===== config.mk =====
export PLATFORM = sky130hd
export DESIGN_NAME = pac_queue
export DESIGN_NICKNAME = d
export VERILOG_FILES = /design/src/rtl/core/pac_pkg.sv /design/src/rtl/core/pac_queue.sv
export SDC_FILE = /design/constraint.sdc
export NUM_CORES = 1
export LEC_CHECK = 0
export BUFFER_PORTS_ARGS = -buffer_cell sky130_fd_sc_hd__buf_2
export CAP_MARGIN = 40
export CELL_PAD_IN_SITES_DETAIL_PLACEMENT = 1
export CELL_PAD_IN_SITES_GLOBAL_PLACEMENT = 1
export CORE_MARGIN = 1
export CORE_UTILIZATION = 44
export DETAILED_ROUTE_END_ITERATION = 8
export PLACE_DENSITY = 0.76
export SLEW_MARGIN = 10
export SYNTH_ARGS = -nofsm -noshare
export SYNTH_HDL_FRONTEND = slang
export SYNTH_SLANG_ARGS = --single-unit

===== constraint.sdc =====
create_clock -name clock -period 7.1 [get_ports clock]
set_input_delay 0.71 -clock clock [delete_from_list [all_inputs] [get_ports clock]]
set_output_delay 0.71 -clock clock [all_outputs]
set_load 0.02 [all_outputs]

===== src/rtl/core/pac_pkg.sv =====
// Shared constants, codes and types of the polygon area and centroid block.
package pac_pkg;

   localparam int MAX_VERTICES = 1024;
   localparam int COORD_BITS   = 16;

   localparam int IN_W    = 16;
   localparam int CENT_W  = 16;
   localparam int AREA_W  = 43;
   localparam int MOM_W   = 60;

   localparam int PROD_W  = 2 * COORD_BITS;
   localparam int CROSS_W = PROD_W + 1;
   localparam int SUM_W   = COORD_BITS + 1;
   localparam int TERM_W  = SUM_W + CROSS_W;

   localparam int VCOUNT_W = $clog2(MAX_VERTICES + 2);

   localparam int DEN_W  = AREA_W + 1;
   localparam int DVS_W  = DEN_W + 1;
   localparam int NUM_W  = MOM_W + 1;
   localparam int DCNT_W = $clog2(NUM_W + 1);

   localparam int QUEUE_DEPTH = 2;
   localparam int QPTR_W      = $clog2(QUEUE_DEPTH);
   localparam int QCNT_W      = $clog2(QUEUE_DEPTH + 1);

   typedef enum logic [1:0] {
      STATUS_OK        = 2'd0,
      STATUS_ZERO_AREA = 2'd1,
      STATUS_OVERFLOW  = 2'd2
   } status_type;

   typedef enum logic [2:0] {
      F_IDLE,
      F_MUL,
      F_CROSS,
      F_MOMX,
      F_MOMY,
      F_ACC,
      F_CLOSE,
      F_EMIT
   } front_state_type;

   typedef enum logic [2:0] {
      B_IDLE,
      B_ABS,
      B_DEN,
      B_NUM,
      B_DIVX,
      B_DIVY,
      B_OUT
   } back_state_type;

   typedef struct packed {
      logic signed [AREA_W-1:0] contour_area;
      logic                     clockwise;
      logic                     done;
      logic signed [AREA_W-1:0] poly_area;
      logic signed [MOM_W-1:0]  moment_x;
      logic signed [MOM_W-1:0]  moment_y;
      logic                     overflow;
   } pac_entry_type;

endpackage


===== src/rtl/core/pac_queue.sv =====
// Short queue of contour results between the front end and the back end.
module pac_queue import pac_pkg::*; (
   input  logic          clock,
   input  logic          reset,
   input  logic          push_valid,
   output logic          push_ready,
   input  pac_entry_type push_data,
   output logic          pop_valid,
   input  logic          pop_ready,
   output pac_entry_type pop_data
);

   pac_entry_type       entries_ff [QUEUE_DEPTH];
   logic [QPTR_W-1:0]   wr_ptr_ff, wr_ptr_in, rd_ptr_ff, rd_ptr_in;
   logic [QCNT_W-1:0]   count_ff, count_in;
   logic                do_push, do_pop;

   assign push_ready = (count_ff != QCNT_W'(QUEUE_DEPTH));
   assign pop_valid  = (count_ff != '0);
   assign pop_data   = entries_ff[rd_ptr_ff];
   assign do_push    = push_valid && push_ready;
   assign do_pop     = pop_valid && pop_ready;

   always_comb begin
      wr_ptr_in = do_push ? (wr_ptr_ff + QPTR_W'(1)) : wr_ptr_ff;
      rd_ptr_in = do_pop ? (rd_ptr_ff + QPTR_W'(1)) : rd_ptr_ff;
      count_in  = count_ff;
      if (do_push && !do_pop) begin
         count_in = count_ff + QCNT_W'(1);
      end else if (do_pop && !do_push) begin
         count_in = count_ff - QCNT_W'(1);
      end
   end

   always_ff @(posedge clock) begin
      if (reset) begin
         wr_ptr_ff <= '0;
         rd_ptr_ff <= '0;
         count_ff  <= '0;
      end else begin
         wr_ptr_ff <= wr_ptr_in;
         rd_ptr_ff <= rd_ptr_in;
         count_ff  <= count_in;
      end
   end

   always_ff @(posedge clock) begin
      if (do_push) begin
         entries_ff[wr_ptr_ff] <= push_data;
      end
   end

endmodule


==> reports/results.ini <==
[sta]
grt_setup_unrepaired=false
max-slew-margin-rel_pct=29.95
layout_setup_ws_ps=3854
period_needed_ps=3246
max_clock_freq_ghz=0.3081
fin_crit_sh_pct=45.71
tns_ps=0
worst_slew_pin_slew_ps=1051
hold_viol_final=0
finalSetupViolCount=0
slew_viol_final=0
finClkSkew_ps=11.88

[route]
wl_per_cell_um=22.07
vias=7973
detail-route-antenna-nets=0
routed_wl_mm=35.73
drc=0
drt_iter0_markers=328
dr.pass1.iters=6
viasPerCell=4.925

[power]
p_leak_nw=7.578
peakVddDrop_uv=246.3
power_density_nw_per_um2=382.7
power_mw=7.594

[floorplanning]
die_h_um=191.1
die_area_um2=36520
core_area_um2=34880
die_x_um=191.1
fp-row-count=68
ioPinCount=424
start_util_pct=45.10

[synthesis]
async_flop_share_pct=0
yosys_register_bits=423
synth-edff-count=418
synth_seq_area_share_pct=80.41
synth_flop_cell=edfxtp_1
synth_commonest_cells=edfxtp_1, mux2_2, mux2_4, buf_2, buf_8
yosys_warnings=0
postSynthCellCount=674
yosysTopAreaCell=edfxtp_1
ys_types=21
synth_most_common_cell=edfxtp_1
synthesis.area_um2=15730
yosys.area.top_type_share_pct=79.78
syn-num-nets=888
postSynthAreaPerCell_um2=23.34
synth.top_cells.by_area=edfxtp_1, mux2_4, mux2_2, buf_8, dfxtp_1

[critical_path]
worstPathArrival_ps=2540
r2r_slack_ps=4510
rr_startpoint=count_ff[0]$_SDFFE_PP0P_
critical-path-slowest-cell=buf_12
crit_fanout=130
setup.worst_path.class=register to output pin
cp-start-kind=register
crit_path_end_kind=output pin
reg2reg_to=entries_ff[0][7]$_DFFE_PP_
max_stage_delay_ps=600
path_cells=buf_12 > mux2_2 > buf_2
crit_buf_inv=2
r2r_cells=4
cpLargestDelayFamily=buffers and inverters
required_ps=6390

[clocking]
post_cts_buffers=0
cts_resized=0
cts_tree=done
cts_buffers=43
ctsHoldBuffers=0
cts_sinks=423
path_clk_slew_ps=60
cts-root-buf=clkbuf_16
clk_path_buf_depth=3
h-tree-depth=2
clkLatencyLatePin_ps=530

[placement]
gp_congestion=0.7485
post-place-ws_ps=4323
place_area_um2=18390
dp_hpwl_mm=24.58
port-buffer-count=423

[worst_hold_path]
min_from=push_data[199]
hold_depth=1
whs_endpoint=entries_ff[0][199]$_DFFE_PP_
hp-class=input pin to register

[global_routing]
grt-busiest-layer=met2
grt_max_degree=131
antenna_found_initial=11
grt_pass1_vias=8637
grt.overflow.total=0
grtUsageMet3_pct=8.078
met1_usage_pct=21.28
track_usage_pct=19.08
met2_usage_pct=32.96
grt_pass1_wl_mm=51.27

[cells_and_area]
fillerInstances=3229
layout.nets=1344
fin_util_pct=56.88
finalInstanceArea_um2=19840
drive_above_1_share_pct=61.26
area_delta_synth_final_pct=26.11
seqCellArea_um2=12660
multi_input_area_um2=2853

[flow_run]
maxCapViolations=0

[outcome]
outcome=finished, final reports clean

## cell type report
| cell class | count | share of cell area [%] |
|---|---|---|
| sequential | 423 | 63.78 |
| multi-input combinational | 227 | 14.38 |
| timing repair buffer | 434 | 11.62 |
| clock buffer | 52 | 5.808 |
| tap | 455 | 2.869 |
| clock inverter | 22 | 1.425 |
| antenna | 5 | 0.06306 |
| inverter | 1 | 0.05675 |
## state kept, by name, summed over array words and instances, names as in the netlist, named ones only
name        count
rd_ptr_ff       1
entries_ff    418
count_ff        2
wr_ptr_ff       1
## metrics by stage
step | std cells | hold slack, ps
final | 1619 | 356.7
after global routing | 1618 | 330.1
after CTS | 1614 | 331.5
after detailed placement | 1540 | 498.6
after global placement | 1535 | 485.8
after floorplan | 674 | 470.5
## placed cells by master (no fill, tap or decap)
cell,instances
buf_12,2
buf_4,5
buf_16,4
mux2_2,109
bufinv_16,7
inv_6,1
diode_2,5
nor2_1,3
and3_4,1
o21ai_0,2
nand3b_1,1
mux2_4,100
dfxtp_1,4
clkinv_1,5
inv_8,1
clkinv_2,9
buf_2,423
a21oi_1,2
or2_2,1
clkbuf_1,7
dfxtp_4,1
ha_1,1
clkbuf_16,45
xor2_1,3
or3_1,1
nand2b_1,1
and2_1,1
edfxtp_1,418
a21bo_2,1
## metal layers
layer,wire [um],share of wire (%),up-vias
li1,-,-,3616
met1,13340,37,3953
met2,17730,50,338
met3,3791,11,58
met4,805,2.3,8
met5,60,0.17,-
## where the power goes
group,switching (mW),internal (mW)
Combinational,1.22,0.861
Sequential,0.0911,3.12
Clock,0.895,1.40
## worst max path at each step
stage                                        start                      endpoint  depth (start not counted)
final                                     register                 pop_data[206]                          3
after floorplan           count_ff[0]$_SDFFE_PP0P_    entries_ff[1][0]$_DFFE_PP_                          2
after global placement                  push_valid  entries_ff[1][139]$_DFFE_PP_                          3
after global routing                      register                 pop_data[206]                          3
after detailed placement                push_valid   entries_ff[0][89]$_DFFE_PP_                          4
after CTS                                 register                 pop_data[206]                          3
## cell families (layout without fill, tap and decap cells)
kind of cell	after synthesis	after routing	share of synthesized area [%]
other	0	5	0
XOR/XNOR	3	3	0.1670
adder cells (fa/ha/maj)	1	1	0.07951
flip-flops	423	423	80.41
multiplexers	209	209	17.34
buffers and inverters	24	509	1.487
AO/OA/AOI/OAI	5	5	0.1909
AND/OR/NAND/NOR	9	9	0.3182
Power figures use the tool's default switching activity.
