**src/rtl/core/pac_pkg.sv**
```systemverilog
// Shared constants, codes and types of the polygon area and centroid block.
package pac_pkg;

   localparam int MAX_VERTICES = 1024;
   localparam int COORD_BITS   = 16;

   localparam int IN_W    = 16;
   localparam int CENT_W  = 16;
   localparam int AREA_W  = 43;
   localparam int MOM_W   = 60;

   localparam int PROD_W  = 2 * COORD_BITS;
   localparam int CROSS_W = PROD_W + 1;
   localparam int SUM_W   = COORD_BITS + 1;
   localparam int TERM_W  = SUM_W + CROSS_W;

   localparam int VCOUNT_W = $clog2(MAX_VERTICES + 2);

   localparam int DEN_W  = AREA_W + 1;
   localparam int DVS_W  = DEN_W + 1;
   localparam int NUM_W  = MOM_W + 1;
   localparam int DCNT_W = $clog2(NUM_W + 1);

   localparam int QUEUE_DEPTH = 2;
   localparam int QPTR_W      = $clog2(QUEUE_DEPTH);
   localparam int QCNT_W      = $clog2(QUEUE_DEPTH + 1);

   typedef enum logic [1:0] {
      STATUS_OK        = 2'd0,
      STATUS_ZERO_AREA = 2'd1,
      STATUS_OVERFLOW  = 2'd2
   } status_type;

   typedef enum logic [2:0] {
      F_IDLE,
      F_MUL,
      F_CROSS,
      F_MOMX,
      F_MOMY,
      F_ACC,
      F_CLOSE,
      F_EMIT
   } front_state_type;

   typedef enum logic [2:0] {
      B_IDLE,
      B_ABS,
      B_DEN,
      B_NUM,
      B_DIVX,
      B_DIVY,
      B_OUT
   } back_state_type;

   typedef struct packed {
      logic signed [AREA_W-1:0] contour_area;
      logic                     clockwise;
      logic                     done;
      logic signed [AREA_W-1:0] poly_area;
      logic signed [MOM_W-1:0]  moment_x;
      logic signed [MOM_W-1:0]  moment_y;
      logic                     overflow;
   } pac_entry_type;

endpackage

```
**src/rtl/core/pac_if.sv**
```systemverilog


interface pac_rsp_if import pac_pkg::*; ();
   logic                     valid;
   logic                     ready;
   logic signed [AREA_W-1:0] contour_double_area;
   logic                     contour_clockwise;
   logic                     polygon_done;
   logic signed [AREA_W-1:0] polygon_double_area;
   logic signed [CENT_W-1:0] centroid_x;
   logic signed [CENT_W-1:0] centroid_y;
   logic [1:0]               status;

   modport source (output valid, output contour_double_area, output contour_clockwise,
                   output polygon_done, output polygon_double_area, output centroid_x,
                   output centroid_y, output status, input ready);
   modport sink (input valid, input contour_double_area, input contour_clockwise,
                 input polygon_done, input polygon_double_area, input centroid_x,
                 input centroid_y, input status, output ready);
endinterface

```
**src/rtl/core/pac_divider.sv**
```systemverilog
// Restoring divider that produces one quotient bit per cycle.
module pac_divider import pac_pkg::*; (
   input  logic             clock,
   input  logic             reset,
   input  logic             start,
   input  logic [NUM_W-1:0] num,
   input  logic [DVS_W-1:0] dvs,
   output logic             busy,
   output logic             done,
   output logic [NUM_W-1:0] quo
);

   logic [NUM_W-1:0]  quo_ff, quo_in;
   logic [DVS_W-1:0]  rem_ff, rem_in, dvs_ff, dvs_in;
   logic [DCNT_W-1:0] count_ff, count_in;
   logic              done_ff, done_in;
   logic [DVS_W:0]    trial, diff;
   logic              ge;

   assign busy  = (count_ff != '0);
   assign done  = done_ff;
   assign quo   = quo_ff;
   assign trial = {rem_ff, quo_ff[NUM_W-1]};
   assign diff  = trial - {1'b0, dvs_ff};
   assign ge    = (trial >= {1'b0, dvs_ff});

   always_comb begin
      quo_in   = quo_ff;
      rem_in   = rem_ff;
      dvs_in   = dvs_ff;
      count_in = count_ff;
      done_in  = 1'b0;
      if (start) begin
         quo_in   = num;
         rem_in   = '0;
         dvs_in   = dvs;
         count_in = DCNT_W'(NUM_W);
      end else if (busy) begin
         quo_in   = {quo_ff[NUM_W-2:0], ge};
         rem_in   = ge ? diff[DVS_W-1:0] : trial[DVS_W-1:0];
         count_in = count_ff - DCNT_W'(1);
         done_in  = (count_ff == DCNT_W'(1));
      end
   end

   always_ff @(posedge clock) begin
      if (reset) begin
         count_ff <= '0;
         done_ff  <= 1'b0;
      end else begin
         count_ff <= count_in;
         done_ff  <= done_in;
      end
   end

   always_ff @(posedge clock) begin
      quo_ff <= quo_in;
      rem_ff <= rem_in;
      dvs_ff <= dvs_in;
   end

   a_done_follows_busy: assert property (@(posedge clock) disable iff (reset)
      done_ff |-> $past(busy))
      else $error("Divider reported done without a division in progress.");

endmodule

```
**src/rtl/core/pac_back.sv**
```systemverilog
// Back end: computes the polygon centroid and holds the response register.
module pac_back import pac_pkg::*; (
   input  logic          clock,
   input  logic          reset,
   input  logic          pop_valid,
   output logic          pop_ready,
   input  pac_entry_type pop_data,
   pac_rsp_if.source     rsp_chan
);

   back_state_type state_ff, state_in;

   pac_entry_type            ent_ff, ent_in;
   logic [AREA_W-1:0]        abs_area_ff, abs_area_in;
   logic [MOM_W-1:0]         abs_mx_ff, abs_mx_in, abs_my_ff, abs_my_in;
   logic                     negx_ff, negx_in, negy_ff, negy_in;
   logic [DEN_W-1:0]         den_ff, den_in;
   logic [NUM_W-1:0]         numy_ff, numy_in;
   logic signed [CENT_W-1:0] cx_ff, cx_in, cy_ff, cy_in;

   logic                     out_valid_ff, out_valid_in;
   logic signed [AREA_W-1:0] out_carea_ff, out_carea_in;
   logic                     out_cw_ff, out_cw_in;
   logic                     out_done_ff, out_done_in;
   logic signed [AREA_W-1:0] out_parea_ff, out_parea_in;
   logic signed [CENT_W-1:0] out_cx_ff, out_cx_in, out_cy_ff, out_cy_in;
   status_type               out_status_ff, out_status_in;

   status_type               head_status;
   logic                     needs_div, out_free, load_direct, load_div;
   logic                     div_start, div_busy, div_done;
   logic [NUM_W-1:0]         numx, div_num, div_quo;
   logic [DVS_W-1:0]         div_dvs;

   function automatic logic signed [CENT_W-1:0] saturate(input logic [NUM_W-1:0] q,
                                                         input logic neg);
      logic [NUM_W-1:0]      lim;
      logic [NUM_W-1:0]      mag;
      logic [COORD_BITS-1:0] r;
      lim = NUM_W'(1) << (COORD_BITS - 1);
      if (neg) begin
         mag = (q > lim) ? lim : q;
      end else begin
         mag = (q > (lim - NUM_W'(1))) ? (lim - NUM_W'(1)) : q;
      end
      r = neg ? COORD_BITS'(NUM_W'(0) - mag) : COORD_BITS'(mag);
      return CENT_W'(signed'(r));
   endfunction

   always_comb begin
      if (pop_data.overflow) begin
         head_status = STATUS_OVERFLOW;
      end else if (pop_data.poly_area == '0) begin
         head_status = STATUS_ZERO_AREA;
      end else begin
         head_status = STATUS_OK;
      end
   end

   assign needs_div = pop_data.done && (head_status == STATUS_OK);
   assign out_free  = !out_valid_ff || rsp_chan.ready;
   assign numx      = (NUM_W'(abs_mx_ff) << 1) + NUM_W'(den_ff);
   assign div_dvs   = DVS_W'(den_ff) << 1;

   always_comb begin
      state_in = state_ff;
      unique case (state_ff)
         B_IDLE: begin
            if (pop_valid && needs_div) begin
               state_in = B_ABS;
            end
         end
         B_ABS: state_in = B_DEN;
         B_DEN: state_in = B_NUM;
         B_NUM: state_in = B_DIVX;
         B_DIVX: begin
            if (div_done) begin
               state_in = B_DIVY;
            end
         end
         B_DIVY: begin
            if (div_done) begin
               state_in = B_OUT;
            end
         end
         B_OUT: begin
            if (out_free) begin
               state_in = B_IDLE;
            end
         end
         default: state_in = B_IDLE;
      endcase
   end

   always_comb begin
      pop_ready   = (state_ff == B_IDLE) && pop_valid && (needs_div || out_free);
      load_direct = (state_ff == B_IDLE) && pop_valid && !needs_div && out_free;
      load_div    = (state_ff == B_OUT) && out_free;
      div_start   = (state_ff == B_NUM) || ((state_ff == B_DIVX) && div_done);
      div_num     = (state_ff == B_NUM) ? numx : numy_ff;
   end

   always_comb begin
      ent_in      = ent_ff;
      abs_area_in = abs_area_ff;
      abs_mx_in   = abs_mx_ff;
      abs_my_in   = abs_my_ff;
      negx_in     = negx_ff;
      negy_in     = negy_ff;
      den_in      = den_ff;
      numy_in     = numy_ff;
      cx_in       = cx_ff;
      cy_in       = cy_ff;
      case (state_ff)
         B_IDLE: begin
            ent_in = pop_data;
         end
         B_ABS: begin
            abs_area_in = ent_ff.poly_area[AREA_W-1] ? (AREA_W'(0) - ent_ff.poly_area)
                                                     : ent_ff.poly_area;
            abs_mx_in   = ent_ff.moment_x[MOM_W-1] ? (MOM_W'(0) - ent_ff.moment_x)
                                                   : ent_ff.moment_x;
            abs_my_in   = ent_ff.moment_y[MOM_W-1] ? (MOM_W'(0) - ent_ff.moment_y)
                                                   : ent_ff.moment_y;
            negx_in     = ent_ff.moment_x[MOM_W-1] ^ ent_ff.poly_area[AREA_W-1];
            negy_in     = ent_ff.moment_y[MOM_W-1] ^ ent_ff.poly_area[AREA_W-1];
         end
         B_DEN: begin
            den_in = DEN_W'(abs_area_ff) + (DEN_W'(abs_area_ff) << 1);
         end
         B_NUM: begin
            numy_in = (NUM_W'(abs_my_ff) << 1) + NUM_W'(den_ff);
         end
         B_DIVX: begin
            if (div_done) begin
               cx_in = saturate(div_quo, negx_ff);
            end
         end
         B_DIVY: begin
            if (div_done) begin
               cy_in = saturate(div_quo, negy_ff);
            end
         end
         default: begin
         end
      endcase
   end

   always_comb begin
      out_valid_in  = out_valid_ff && !rsp_chan.ready;
      out_carea_in  = out_carea_ff;
      out_cw_in     = out_cw_ff;
      out_done_in   = out_done_ff;
      out_parea_in  = out_parea_ff;
      out_cx_in     = out_cx_ff;
      out_cy_in     = out_cy_ff;
      out_status_in = out_status_ff;
      if (load_direct) begin
         out_valid_in  = 1'b1;
         out_carea_in  = pop_data.contour_area;
         out_cw_in     = pop_data.clockwise;
         out_done_in   = pop_data.done;
         out_parea_in  = pop_data.done ? pop_data.poly_area : '0;
         out_cx_in     = '0;
         out_cy_in     = '0;
         out_status_in = pop_data.done ? head_status : STATUS_OK;
      end else if (load_div) begin
         out_valid_in  = 1'b1;
         out_carea_in  = ent_ff.contour_area;
         out_cw_in     = ent_ff.clockwise;
         out_done_in   = 1'b1;
         out_parea_in  = ent_ff.poly_area;
         out_cx_in     = cx_ff;
         out_cy_in     = cy_ff;
         out_status_in = STATUS_OK;
      end
   end

   pac_divider u_divider (
      .clock (clock),
      .reset (reset),
      .start (div_start),
      .num   (div_num),
      .dvs   (div_dvs),
      .busy  (div_busy),
      .done  (div_done),
      .quo   (div_quo)
   );

   always_ff @(posedge clock) begin
      if (reset) begin
         state_ff     <= B_IDLE;
         out_valid_ff <= 1'b0;
      end else begin
         state_ff     <= state_in;
         out_valid_ff <= out_valid_in;
      end
   end

   always_ff @(posedge clock) begin
      ent_ff        <= ent_in;
      abs_area_ff   <= abs_area_in;
      abs_mx_ff     <= abs_mx_in;
      abs_my_ff     <= abs_my_in;
      negx_ff       <= negx_in;
      negy_ff       <= negy_in;
      den_ff        <= den_in;
      numy_ff       <= numy_in;
      cx_ff         <= cx_in;
      cy_ff         <= cy_in;
      out_carea_ff  <= out_carea_in;
      out_cw_ff     <= out_cw_in;
      out_done_ff   <= out_done_in;
      out_parea_ff  <= out_parea_in;
      out_cx_ff     <= out_cx_in;
      out_cy_ff     <= out_cy_in;
      out_status_ff <= out_status_in;
   end

   assign rsp_chan.valid               = out_valid_ff;
   assign rsp_chan.contour_double_area = out_carea_ff;
   assign rsp_chan.contour_clockwise   = out_cw_ff;
   assign rsp_chan.polygon_done        = out_done_ff;
   assign rsp_chan.polygon_double_area = out_parea_ff;
   assign rsp_chan.centroid_x          = out_cx_ff;
   assign rsp_chan.centroid_y          = out_cy_ff;
   assign rsp_chan.status              = out_status_ff;

   a_div_start_when_free: assert property (@(posedge clock) disable iff (reset)
      div_start |-> !div_busy)
      else $error("Divider started while a division was in progress.");

   a_no_centroid_without_result: assert property (@(posedge clock) disable iff (reset)
      (out_valid_ff && (!out_done_ff || (out_status_ff != STATUS_OK)))
      |-> ((out_cx_ff == '0) && (out_cy_ff == '0)))
      else $error("Centroid is nonzero on a response that carries no centroid.");

endmodule

```
**src/flat_wrapper.sv**
```systemverilog
// flat-port wrapper written by rule: the top's interface ports become plain ports
module pac_back_flat import pac_pkg::*;
  (clock, reset, pop_valid, pop_ready, pop_data, rsp_chan_valid, rsp_chan_contour_double_area, rsp_chan_contour_clockwise, rsp_chan_polygon_done, rsp_chan_polygon_double_area, rsp_chan_centroid_x, rsp_chan_centroid_y, rsp_chan_status, rsp_chan_ready);
  pac_rsp_if rsp_chan_i ();
  input  logic clock;
  input  logic reset;
  input  logic pop_valid;
  output logic pop_ready;
  input  pac_entry_type pop_data;
  output wire logic [$bits(rsp_chan_i.valid)-1:0] rsp_chan_valid;
  output wire logic [$bits(rsp_chan_i.contour_double_area)-1:0] rsp_chan_contour_double_area;
  output wire logic [$bits(rsp_chan_i.contour_clockwise)-1:0] rsp_chan_contour_clockwise;
  output wire logic [$bits(rsp_chan_i.polygon_done)-1:0] rsp_chan_polygon_done;
  output wire logic [$bits(rsp_chan_i.polygon_double_area)-1:0] rsp_chan_polygon_double_area;
  output wire logic [$bits(rsp_chan_i.centroid_x)-1:0] rsp_chan_centroid_x;
  output wire logic [$bits(rsp_chan_i.centroid_y)-1:0] rsp_chan_centroid_y;
  output wire logic [$bits(rsp_chan_i.status)-1:0] rsp_chan_status;
  input wire logic [$bits(rsp_chan_i.ready)-1:0] rsp_chan_ready;
  assign rsp_chan_valid = rsp_chan_i.valid;
  assign rsp_chan_contour_double_area = rsp_chan_i.contour_double_area;
  assign rsp_chan_contour_clockwise = rsp_chan_i.contour_clockwise;
  assign rsp_chan_polygon_done = rsp_chan_i.polygon_done;
  assign rsp_chan_polygon_double_area = rsp_chan_i.polygon_double_area;
  assign rsp_chan_centroid_x = rsp_chan_i.centroid_x;
  assign rsp_chan_centroid_y = rsp_chan_i.centroid_y;
  assign rsp_chan_status = rsp_chan_i.status;
  assign rsp_chan_i.ready = rsp_chan_ready;
  pac_back u_core (.clock(clock), .reset(reset), .pop_valid(pop_valid), .pop_ready(pop_ready), .pop_data(pop_data), .rsp_chan(rsp_chan_i));
endmodule
```
**config.mk**
```make
export PLATFORM = sky130hd
export DESIGN_NAME = pac_back_flat
export DESIGN_NICKNAME = d
export VERILOG_FILES = /design/src/rtl/core/pac_pkg.sv /design/src/rtl/core/pac_if.sv /design/src/rtl/core/pac_divider.sv /design/src/rtl/core/pac_back.sv /design/src/flat_wrapper.sv
export SDC_FILE = /design/constraint.sdc
export NUM_CORES = 2
export LEC_CHECK = 0
export BUFFER_PORTS_ARGS = -buffer_cell sky130_fd_sc_hd__buf_2
export CELL_PAD_IN_SITES_DETAIL_PLACEMENT = 1
export CELL_PAD_IN_SITES_GLOBAL_PLACEMENT = 1
export CORE_MARGIN = 4
export CORE_UTILIZATION = 44
export DETAILED_ROUTE_END_ITERATION = 10
export PLACE_DENSITY = 0.77
export SETUP_SLACK_MARGIN = 0.2
export SLEW_MARGIN = 20
export SYNTH_ARGS = -nofsm -noshare
export SYNTH_HDL_FRONTEND = slang
export SYNTH_HIERARCHICAL = 1
export SYNTH_SLANG_ARGS = --single-unit
export TNS_END_PERCENT = 1
```
**constraint.sdc**
```tcl
create_clock -name clock -period 19.4 [get_ports clock]
set_input_delay 3.88 -clock clock [delete_from_list [all_inputs] [get_ports clock]]
set_output_delay 3.88 -clock clock [all_outputs]
set_load 0.02 [all_outputs]
```
==> results.toml <==
[placement]
hpwl_mm = 87.3
post-place-cells = 5319
io_buffer_count = 336
gp_congestion = 0.876

[logic_synthesis]
yosysWarnings = 6
synth_seq_area_share_pct = 54.6
synth_area_per_cell_um2 = 10.9
synth-xor-area-share_pct = 7.01
synth-edff-count = 705
yosysUniqueCellTypes = 90
yosysTopAreaCell = "edfxtp_1"
synth_compound_area_share_pct = 14.8
syn_area_mm2 = 0.0420
ys.flop_type = "edfxtp_1"
syn-num-nets = 4251
synth.top_cell.area_share_pct = 50.4
yosysMostFrequentCell = "edfxtp_1"
synth_mux_area_share_pct = 1.88
synth_top_family_by_area = "compound AO/OA/AOI/OAI gates"
synth_area_leaders = "edfxtp_1, xnor2_1, ha_1"
async_flop_share_pct = 0
synth-simple-area-share_pct = 13.5
synth_cells = 3854
ys_top_cells_by_count = "edfxtp_1, nand2_1, o21ai_0, xnor2_1, a21oi_1"
ys_ff_latch = 793
synthAdderAreaFrac_pct = 5.55

[setup_path]
crit_chain = "buf_2 > nor4_1 > nand4_1 > nor3_1 > or3b_2 > a21oi_1 > buf_2"
critical_path_arrival_ns = 6.11
path_buf_inv = 2
cp_slowest_stage_delay_ns = 0.67
cp_slowest_cell = "nor3_1"
cpMostUsedCell = "buf_2"
end_kind = "primary output"
cp_top_family = "simple AND/OR/NAND/NOR gates"
cp.depth = 7
cp_max_fo = 4
critical_path.startpoint_type = "primary input"
reg2regPathDepth = 13
crit_required_ns = 15.52
critPathKind = "primary input to primary output"

[timing]
maxSlewHeadroom_pct = 28.7
tns_ns = 0
fin_crit_sh_pct = 51.5
tightest_slew_ns = 1.07
clock.fmax_ghz = 0.100
finalSetupViolCount = 0
hold_viol = 0
finalClockSkew_ns = 0.0275
min_period_ns = 9.99
grt_setup_unrepaired = "false"
slew_violations = 0

[floorplan]
dieWidth_um = 317
dieArea_mm2 = 0.100
row_count = 113
core-area_mm2 = 0.0949
die_y_um = 317
initial_utilization_pct = 44.3
ios = 337

[power_and_ir_drop]
clock_power_share_pct = 29.8
cellInternalPower_mw = 3.80
ir_worst_vdd_uv = 72.3
combPwrFrac_pct = 27.5
p_leak_nw = 18.2
sw_frac_of_total_pct = 32.8
switching_power_mw = 1.85
seqPwrFrac_pct = 42.8
p_per_area_mw_per_mm2 = 118

[run]
cap_violations = 0

[clocking]
cts-root-buf = "clkbuf_16"
clk_pin_slew_ns = 0.06
htree_levels = 3
cts.sinks = 793
clk_path_buf_depth = 3
cts_tree = "built"
clock_latency_ns = 0.66
cts_buffers = 89
cts_setup_buffers = 0
ctsResizeCount = 0
ctsHoldBuffers = 0

[detailed_routing]
first_iter_violations = 2204
viasPerCell = 5.72
detail-route-antenna-nets = 0
vias = 31400
wirelength_mm = 118
wl_per_cell_um = 21.4
dr.pass1.iters = 5
drc = 0

[cells_and_area]
syn_to_final_growth_pct = 14.0
drive_gt1_share_pct = 14.7
finalNonFillerCells = 5497
nets = 4542

[min_path]
min_path_type = "flip-flop to flip-flop"
holdPathStages = 2

[global_route]
grt_max_degree = 89
antenna_found_initial = 17
grt_overflow = 0
grt_pass1_wl_mm = 182
grt_util_all_layers_pct = 22.9
grt_pass1_vias = 32200

[run_status]
status = "finished, final reports clean"
==> worst paths after layout <==
check | startpoint | to | slack, ns
setup / recovery | pop_data[122] | pop_ready | 9.41
hold / removal | u_core/rsp_chan.centroid_y[6] | u_core/rsp_chan.centroid_y[6] | 0.45
setup reg to reg | u_core/u_divider/quo[60] | u_core/cy_ff[12] | 14.47
hold reg to reg | u_core/rsp_chan.centroid_y[6] | u_core/rsp_chan.centroid_y[6] | 0.45
==> metal layers <==
metal / share of wire [%] / vias to the layer above / track usage (%) / wire length, um
li1: - / 14900 / - / -
met1: 44 / 15600 / 31.3 / 51600
met2: 48 / 794 / 37.7 / 56000
met3: 6.1 / 164 / 4.03 / 7210
met4: 2.3 / 10 / 6.38 / 2660
met5: 0.058 / - / 0 / 68
==> state kept, by name (all words and copies together) (netlist names), 2 cells and up <==
| signal | cells |
|---|---|
| u_core/u_divider/dvs_ff | 45 |
| u_core/abs_my_ff | 60 |
| u_core/u_divider/rem_ff | 45 |
| u_core/cx_ff | 16 |
| u_core/ent_ff | 207 |
| u_core/rsp_chan.contour_double_area | 43 |
| u_core/u_divider/quo | 61 |
| u_core/rsp_chan.polygon_double_area | 43 |
| u_core/rsp_chan.centroid_y | 16 |
| u_core/numy_ff | 61 |
| u_core/rsp_chan.status | 2 |
| u_core/state_ff | 3 |
| u_core/den_ff | 44 |
| u_core/cy_ff | 16 |
| u_core/rsp_chan.centroid_x | 16 |
| u_core/u_divider/count_ff | 6 |
| u_core/abs_area_ff | 43 |
| u_core/abs_mx_ff | 60 |
==> cell families (layout without fill, tap and decap cells) <==
group | count (synthesis) | after routing
xor+xnor | 336 | 336
simple gates | 1209 | 1209
other cells | 1 | 16
buf+inv | 284 | 647
compound gates | 976 | 976
mux | 71 | 71
flops | 793 | 793
fa+ha+maj | 184 | 184
==> worst min-delay path: stages, from the launching register on <==
cell	delay, ns
dfxtp_1	0.31
nand2_1	0.05
a21oi_1	0.05
==> layout make-up <==
type	instances	area, um2
tap	1265	1580
multi-input combinational	2777	18100
timing repair buffer	370	1940
antenna	15	37.5
inverter	114	428
sequential	793	22900
clock buffer	109	2360
clock inverter	54	529
fill	10300	47000
==> cells in the final DEF, fill, tap and decap left out, types with 27 or more instances in the layout <==
master | Yosys | final
nand3_1 | 58 | 57
o21ai_0 | 265 | 265
o21a_1 | 27 | 27
or3_1 | 50 | 50
nor4_1 | 37 | 36
buf_4 | 2 | 34
clkbuf_16 | 0 | 91
o31ai_1 | 62 | 62
edfxtp_1 | 705 | 705
a211oi_1 | 52 | 52
buf_2 | 8 | 336
inv_1 | 113 | 111
o211ai_1 | 36 | 36
nand2_1 | 573 | 572
dfxtp_1 | 88 | 88
a21o_1 | 92 | 92
and3_1 | 38 | 37
mux2_2 | 63 | 63
nor3_1 | 71 | 66
nand2b_1 | 47 | 47
nand4_1 | 40 | 40
ha_1 | 180 | 180
a21oi_1 | 263 | 263
xnor2_1 | 265 | 265
nor2_1 | 178 | 178
xor2_1 | 71 | 71
==> through the flow <==
step	hold slack (ns)	utilization [%]	cell area, um2	total power [mW]	setup WS, ns
finish	0.453	50.5	47900	5.65	9.41
global route	0.475	50.4	47800	5.97	9.12
CTS	0.455	50.4	47800	5.68	9.20
detailed placement	0.447	47.4	44900	3.98	9.20
global placement	0.441	47.4	44900	3.91	9.18
floorplan	0.433	-	42000	3.56	5.84
==> power groups by stage <==
stage                     Sequential (mW)  Combinational [mW]  Clock (mW)
final                                2.42                1.55        1.68
after global routing                 2.44                1.73        1.80
after CTS                            2.41                1.55        1.72
after detailed placement             2.44                1.54           0
after global placement               2.43                1.48           0
after floorplan                      2.38                1.17           0
Power figures use the tool's default switching activity.
